[src/sv/sbmq_pkg.sv]
package sbmq_pkg;

    // result codes carried on the output tuser
    typedef enum logic [1:0] {
        ST_OK        = 2'd0,
        ST_OVERFLOW  = 2'd1,
        ST_UNDERFLOW = 2'd2
    } t_status;

    // operation codes carried on the input tuser
    localparam logic OP_PUSH = 1'b0;
    localparam logic OP_POP  = 1'b1;

    // fixed field widths of the stream words
    localparam int OP_W     = 1;
    localparam int QID_W    = 2;
    localparam int VALUE_W  = 32;
    localparam int STATUS_W = 2;

endpackage

[src/sv/sbmq_ram.sv]
module sbmq_ram #(
    parameter int WIDTH = 32,
    parameter int DEPTH = 16
) (
    input  logic                     i_clk,
    input  logic                     i_wr_en,
    input  logic [$clog2(DEPTH)-1:0] i_wr_addr,
    input  logic [WIDTH-1:0]         i_wr_data,
    input  logic                     i_rd_en,
    input  logic [$clog2(DEPTH)-1:0] i_rd_addr,
    output logic [WIDTH-1:0]         o_rd_data
);

    logic [WIDTH-1:0] r_mem [DEPTH];
    logic [WIDTH-1:0] r_rd_data;

    always_ff @(posedge i_clk) begin
        if (i_wr_en) begin
            r_mem[i_wr_addr] <= i_wr_data;
        end
        // read data holds while no read is issued
        if (i_rd_en) begin
            r_rd_data <= r_mem[i_rd_addr];
        end
    end

    assign o_rd_data = r_rd_data;

endmodule

[src/sv/shared_buffer_multi_queue_top.sv]
// shared buffer multi queue: QUEUES fifo queues that share one store of SLOTS
// data slots, with unused slots kept on a linked free list
//
// input stream (s_axis): one word per operation. tuser selects the operation
// (push or pop) and the queue, tdata carries the value to push (ignored on pop)
// output stream (m_axis): exactly one word per input word, in order. tdata is
// the popped value (zero unless a pop succeeds), tuser the status code
// (ok, overflow on push with no free slot, underflow on pop of an empty queue)
//
// pipeline: an accepted word passes the registered read of the slot data ram,
// then the output register. throughput: one word per cycle unless the
// receiver stalls; the link, head and tail updates of a word finish at its
// accept edge, so the next word sees them at once
//
// reset (synchronous, active low): every queue empty, free list holds all slots
// in order starting at slot 0, output stream empty. no clearing pass is needed
// receiver stall: the output register and the ram read stage hold their word;
// s_axis_tready stays high while one of the two stages can still take a word
module shared_buffer_multi_queue_top
    import sbmq_pkg::*;
#(
    parameter int SLOTS      = 16,
    parameter int QUEUES     = 4,
    parameter int DATA_WIDTH = 32
) (
    input  logic                            i_clk,
    input  logic                            i_rst_n,
    // slave side
    input  logic                            s_axis_tvalid,
    output logic                            s_axis_tready,
    input  logic [VALUE_W-1:0]              s_axis_tdata,  // [31:0] push_value
    input  logic [OP_W+QID_W-1:0]           s_axis_tuser,  // [0] operation, [2:1] queue_id
    // master side
    output logic                            m_axis_tvalid,
    input  logic                            m_axis_tready,
    output logic [VALUE_W-1:0]              m_axis_tdata,  // [31:0] pop_value
    output logic [STATUS_W-1:0]             m_axis_tuser   // [1:0] status
);

    localparam int IW  = $clog2(SLOTS);
    localparam int QW  = (QUEUES > 1) ? $clog2(QUEUES) : 1;
    localparam int QXW = (QW > QID_W) ? QW : QID_W;

    // slot pointer with a valid bit, invalid means null
    typedef struct packed {
        logic          vld;
        logic [IW-1:0] idx;
    } t_ptr;

    // linked list state
    t_ptr          r_link [SLOTS];
    t_ptr          r_head [QUEUES];
    logic [IW-1:0] r_tail [QUEUES];
    t_ptr          r_free;

    // ram read stage and output register
    logic           r_s1_vld;
    t_status        r_s1_status;
    logic           r_s1_pop_ok;
    logic           r_out_vld;
    t_status        r_out_status;
    logic [VALUE_W-1:0] r_out_data;

    logic                  in_op;
    logic [QID_W-1:0]      in_qid;
    logic [QXW-1:0]        q_ext;
    logic [QW-1:0]         q;
    t_ptr                  hd;
    logic [IW-1:0]         tl;
    logic                  out_free;
    logic                  s1_move;
    logic                  accept;
    logic                  push_ok;
    logic                  pop_ok;
    t_status               in_status;
    logic signed [DATA_WIDTH-1:0] rd_data;
    logic signed [DATA_WIDTH-1:0] wr_data;

    assign in_op  = s_axis_tuser[0];
    assign in_qid = s_axis_tuser[OP_W+QID_W-1:OP_W];

    // queue id reduced modulo QUEUES, at most three subtract steps on 2 bits
    always_comb begin
        q_ext = QXW'(in_qid);
        for (int k = 0; k < 3; k++) begin
            if (q_ext >= QXW'(QUEUES) && QUEUES < (1 << QID_W)) begin
                q_ext = q_ext - QXW'(QUEUES);
            end
        end
    end
    assign q = q_ext[QW-1:0];

    assign hd = r_head[q];
    assign tl = r_tail[q];

    // handshake
    assign out_free      = !r_out_vld || m_axis_tready;
    assign s1_move       = r_s1_vld && out_free;
    assign s_axis_tready = !r_s1_vld || out_free;
    assign accept        = s_axis_tvalid && s_axis_tready;

    assign push_ok = (in_op == OP_PUSH) && r_free.vld;
    assign pop_ok  = (in_op == OP_POP) && hd.vld;

    always_comb begin
        case (in_op)
            OP_PUSH: in_status = r_free.vld ? ST_OK : ST_OVERFLOW;
            default: in_status = hd.vld ? ST_OK : ST_UNDERFLOW;
        endcase
    end

    // list updates, all at the accept edge
    always_ff @(posedge i_clk) begin
        if (!i_rst_n) begin
            for (int i = 0; i < SLOTS; i++) begin
                r_link[i].vld <= (i + 1 < SLOTS);
                r_link[i].idx <= IW'(i + 1);
            end
            for (int i = 0; i < QUEUES; i++) begin
                r_head[i] <= '0;
            end
            r_free.vld <= 1'b1;
            r_free.idx <= '0;
        end else if (accept) begin
            if (push_ok) begin
                r_free <= r_link[r_free.idx];
                if (hd.vld) begin
                    r_link[tl].vld <= 1'b1;
                    r_link[tl].idx <= r_free.idx;
                end else begin
                    r_head[q].vld <= 1'b1;
                    r_head[q].idx <= r_free.idx;
                end
                r_link[r_free.idx] <= '0;
            end else if (pop_ok) begin
                r_head[q]     <= r_link[hd.idx];
                r_link[hd.idx] <= r_free;
                r_free.vld    <= 1'b1;
                r_free.idx    <= hd.idx;
            end
        end
    end

    // tail is only read while its queue is not empty
    always_ff @(posedge i_clk) begin
        if (accept && push_ok) begin
            r_tail[q] <= r_free.idx;
        end
    end

    // slot data store: written by a push, read by a pop
    assign wr_data = DATA_WIDTH'(signed'(s_axis_tdata));

    sbmq_ram #(
        .WIDTH (DATA_WIDTH),
        .DEPTH (SLOTS)
    ) u_data_ram (
        .i_clk     (i_clk),
        .i_wr_en   (accept && push_ok),
        .i_wr_addr (r_free.idx),
        .i_wr_data (wr_data),
        .i_rd_en   (accept && pop_ok),
        .i_rd_addr (hd.idx),
        .o_rd_data (rd_data)
    );

    // ram read stage control
    always_ff @(posedge i_clk) begin
        if (!i_rst_n) begin
            r_s1_vld <= 1'b0;
        end else if (accept) begin
            r_s1_vld <= 1'b1;
        end else if (s1_move) begin
            r_s1_vld <= 1'b0;
        end
    end

    always_ff @(posedge i_clk) begin
        if (accept) begin
            r_s1_status <= in_status;
            r_s1_pop_ok <= pop_ok;
        end
    end

    // output register
    always_ff @(posedge i_clk) begin
        if (!i_rst_n) begin
            r_out_vld <= 1'b0;
        end else if (out_free) begin
            r_out_vld <= r_s1_vld;
        end
    end

    always_ff @(posedge i_clk) begin
        if (s1_move) begin
            r_out_status <= r_s1_status;
            // popped word is sign extended from DATA_WIDTH bits
            r_out_data   <= r_s1_pop_ok ? VALUE_W'(rd_data) : '0;
        end
    end

    assign m_axis_tvalid = r_out_vld;
    assign m_axis_tdata  = r_out_data;
    assign m_axis_tuser  = r_out_status;

    // a successful pop always leaves a free slot
    a_pop_frees_slot: assert property (@(posedge i_clk) disable iff (!i_rst_n)
        accept && pop_ok |=> r_free.vld)
        else $error("free list empty after pop");

    // a successful push always leaves its queue non-empty
    a_push_fills_queue: assert property (@(posedge i_clk) disable iff (!i_rst_n)
        accept && push_ok |=> r_head[$past(q)].vld)
        else $error("queue empty after push");

    // a stalled read stage keeps its word
    a_s1_hold: assert property (@(posedge i_clk) disable iff (!i_rst_n)
        r_s1_vld && !out_free |=> r_s1_vld && $stable(r_s1_status)
            && $stable(r_s1_pop_ok))
        else $error("read stage lost a word under stall");

    // a failed operation or a push gives a zero value
    a_zero_on_fail: assert property (@(posedge i_clk) disable iff (!i_rst_n)
        s1_move && !r_s1_pop_ok |=> r_out_data == '0)
        else $error("nonzero value without a successful pop");

endmodule
[config.mk]
export PLATFORM = sky130hd
export DESIGN_NAME = shared_buffer_multi_queue_top
export DESIGN_NICKNAME = d
export VERILOG_FILES = /design/src/sv/sbmq_pkg.sv /design/src/sv/sbmq_ram.sv /design/src/sv/shared_buffer_multi_queue_top.sv
export SDC_FILE = /design/constraint.sdc
export NUM_CORES = 1
export LEC_CHECK = 0
export BUFFER_PORTS_ARGS = -buffer_cell sky130_fd_sc_hd__buf_2
export CORE_MARGIN = 2
export CORE_UTILIZATION = 50
export CTS_BUF_LIST = sky130_fd_sc_hd__clkbuf_4 sky130_fd_sc_hd__clkbuf_8
export CTS_CLUSTER_SIZE = 40
export DETAILED_ROUTE_END_ITERATION = 16
export GPL_TIMING_DRIVEN = 0
export HOLD_SLACK_MARGIN = 0.02
export MAX_ROUTING_LAYER = met4
export PLACE_DENSITY = 0.71
export SYNTH_ARGS = -nofsm -noshare
export SYNTH_HDL_FRONTEND = slang
export SYNTH_SLANG_ARGS = --single-unit
[constraint.sdc]
create_clock -name i_clk -period 4.5 [get_ports i_clk]
set_input_delay 0.9 -clock i_clk [delete_from_list [all_inputs] [get_ports i_clk]]
set_output_delay 0.9 -clock i_clk [all_outputs]
set_load 0.01 [all_outputs]
==> summary.txt <==
Seq cells post-synth = 708
RSZ-0062 raised after global routing = false
WP depth = 6
DP Area = 30,660 um2
Synth Flop Type = edfxtp_1
Core area = 56,600 um2
Overall power = 13.92 mW
Setup crit end = u_data_ram.r_mem[15][10]
Share of cells above drive strength 1 = 0.2285
1st-pass router iterations = 6
Syn nets = 1,728
H-tree depth = 3
Width of the die = 243.7 um
Cell Rows = 87
GR Overflow Total = 0
DR WL/cell = 27.87 um
CP Cell Sequence = clkbuf_1 -> inv_1 -> nor4_4 -> nand2_1 -> nor2_4 -> buf_12
Crit path max fanout = 17
Reg-to-Reg End = u_data_ram.r_mem[15][10]
Slew Limit Fails = 0
Worst Setup End Kind = flop
EDFF count, synth = 617
Post-Synth XOR/XNOR Area = 0
Status = finished clean
Residual DRC = 0
First DRT Iteration DRCs = 2,207
Worst EP arrival = 4.56 ns
Instance count of the mapped netlist = 1,689
Mapped cell area = 28,730 um2
Yosys cell types = 53
Tcrit/Tclk final = 0.9263
Max Cap Violations = 0
Biggest cell delay along the critical path = 0.74 ns
WP buf/inv = 3
VDD IR max = 0.2888 mV
Worst-path clk slew = 0.06 ns
Pleak = 10.98 nW
Largest family of logic cells by synthesized area = multiplexers
CP Class = flop to flop
Port Buffers = 71
Total setup buffers inserted after CTS = 0
Nets@finish = 1,933
WL final = 76,370 um
Vias in the first global route = 17,140
Crit path launch type = flop
First-pass GRT wire length = 112,400 um
IO Pins = 75
Final instance area = 32,850 um2
Max Freq = 239.9 MHz
Clock root buffer = clkbuf_8
R2R depth = 6
Ys async rst share = 0
Mapped Avg Cell Area = 17.01 um2
Cells after DPL = 2,538
CTS Buf Count = 110
Complex-gate fraction of the synthesized area = 0.05693
Crit path from = r_free[1]
Resized Gates After CTS = 0
Gpl congestion = 0.9654
Hold-fix buffer count after cts = 0
Synth Area in Adders = 0
Setup Viol. Count Final = 0
GRT Resource Usage Total = 0.2660
Ys Warns = 0
Via count = 17,145
Fillers = 4,272
Starting Density = 0.5075
Cell family with most CP delay = simple AND/OR/NAND/NOR gates
Setup TNS = 0 ns
Clock Path Buffers = 3
Largest net degree at the start of global routing = 24
Clock Latency Late Sink = 0.71 ns
P&R area growth vs syn = 14.35%
Post-DP HPWL = 50,430 um
Worst slew margin = 0.1827
Min Tclk post-route = 4.168 ns
Max stage delay cell, worst path = nor4_4
Simple-gate share of the synthesized area = 0.05810
Drt via density = 6.257
Die Y = 243.7 um
Hold Crit Class = flop to flop
Reg2Reg Setup Slack = 0.33 ns
CTS tree = done
Layout Cells excl Fill = 2,740
Fin Hold WS = 0.4225 ns
Hold path start = r_s1_status[1]
Mux cell area share after synthesis = 0.1564
Die area = 59,390 um2
Final Skew = 0.02838 ns
Remaining antenna violation count = 0
Hold Vio Cnt, Final = 0
Initial antenna violation count = 6
Power Dens Cells = 423.8 nW/um2
Reg-to-reg startpoint = r_free[1]
Fraction of the yosys area taken by sequential cells = 0.7084
Worst EP required = 4.89 ns
Slew @ Worst Pin = 1.226 ns
Clock sinks = 708
## worst min-delay path by stage
| stage | end | depth (start not counted) |
|---|---|---|
| floorplan | m_axis_tuser[0] | 0 |
| global route | m_axis_tuser[1] | 0 |
| CTS | m_axis_tuser[1] | 0 |
| global placement | m_axis_tuser[1] | 0 |
| detailed placement | m_axis_tuser[1] | 0 |
| finish | m_axis_tuser[1] | 0 |
## layout by cell type (no fill, tap or decap), types with 6 or more instances in the layout
cell / Yosys / layout
a21boi_0: 10 / 9
a21oi_1: 6 / 6
a22oi_1: 99 / 99
a31oi_1: 11 / 11
and2_1: 35 / 35
buf_12: 0 / 10
buf_16: 0 / 8
buf_2: 33 / 104
buf_4: 12 / 12
clkbuf_1: 72 / 72
clkbuf_4: 0 / 31
clkbuf_8: 0 / 116
clkinv_1: 3 / 30
clkinv_2: 0 / 14
dfxtp_1: 91 / 91
diode_2: 0 / 6
edfxtp_1: 617 / 617
inv_1: 9 / 9
mux2_2: 12 / 12
mux2i_1: 203 / 203
mux4_2: 101 / 101
nand2_1: 66 / 66
nand2b_1: 6 / 6
nand3_1: 75 / 75
nand4_1: 44 / 44
nor2_1: 28 / 15
nor2_4: 0 / 13
nor2b_1: 9 / 9
nor3_1: 23 / 19
nor3_2: 6 / 6
o21ai_0: 19 / 19
o311a_1: 29 / 29
o311ai_0: 13 / 13
## routing by layer
metal  global-route usage  wire length, um  vias up
met3              0.04781             6253      154
li1                     -                -     7295
met1               0.3703            32170     8863
met2               0.4052            35880      833
met4              0.07658             2057        0
met5                    -                0        -
## where the power goes
| group | leakage (nW) | total (mW) | internal, mW | switching [mW] |
|---|---|---|---|---|
| registers | 6.35 | 7.31 | 7.27 | 0.0443 |
| clock network | 1.14 | 5.34 | 2.86 | 2.48 |
| logic | 3.49 | 1.27 | 0.433 | 0.838 |
## cells by family after synthesis
kind of cell           Yosys count
muxes                          319
buffers and inverters          132
DFF                            708
and+or+nand+nor                316
AOI/OAI and AO/OA              214
## stage by stage
stage            util  setup WS, ns
6_report       0.5803        0.3317
5_1_grt        0.5803        0.2906
4_1_cts        0.5799       0.04901
3_5_place_dp   0.5417       0.05338
3_3_place_gp   0.5309        -2.052
2_1_floorplan       -        0.5870
## synth_stat cells, drive strengths merged (4+ instances only)
library cell | count | area (um2)
o22ai | 5 | 31.28
a22oi | 99 | 743.2
nand3 | 77 | 395.4
and3 | 5 | 31.28
nand2 | 66 | 247.7
edfxtp | 617 | 18530
mux2 | 12 | 135.1
nand4 | 44 | 275.3
a21oi | 6 | 30.03
nor2b | 9 | 56.30
a31oi | 11 | 68.82
mux4 | 101 | 2275
o21ai | 20 | 100.1
inv | 9 | 33.78
nand2b | 6 | 37.54
buf | 48 | 266.5
dfxtp | 91 | 1822
nor3 | 29 | 175.2
o311a | 29 | 290.3
or3 | 5 | 31.28
a2bb2oi | 4 | 35.03
a21boi | 11 | 82.58
nor2 | 29 | 111.4
clkbuf | 72 | 270.3
o311ai | 14 | 122.6
mux2i | 206 | 2082
nor4 | 7 | 56.30
and2 | 35 | 219.0
## worst reg2reg max path, delay by kind of cell, from the launching register on
kind	cells	cell delay, ns
and+or+nand+nor	3	2.05
buffers and inverters	3	1.39
DFF	1	0.40
## area by class of cell
class                   count  area [um2]  share of cell area
inverters                  12       45.04            0.001371
clock inverters            49       334.1             0.01017
flip-flops and latches    708       20350              0.6195
well taps                 756       945.9             0.02879
clock buffers             147        1829             0.05568
plain buffers             120       536.8             0.01634
multi-input cells         849        7959              0.2423
repair buffers             93       835.8             0.02544
diodes                      6       15.01           0.0004571
## sequential cells by signal, indices dropped and copies added, names as in the netlist, named ones only
signal / cells
u_data_ram.r_mem: 512
u_data_ram.o_rd_data: 32
r_s1_pop_ok: 1
r_s1_vld: 1
r_free: 5
r_head: 20
r_tail: 16
m_axis_tvalid: 1
m_axis_tuser: 2
r_s1_status: 2
r_link: 80
m_axis_tdata: 32
No activity file was read; power rests on OpenSTA's default activity.
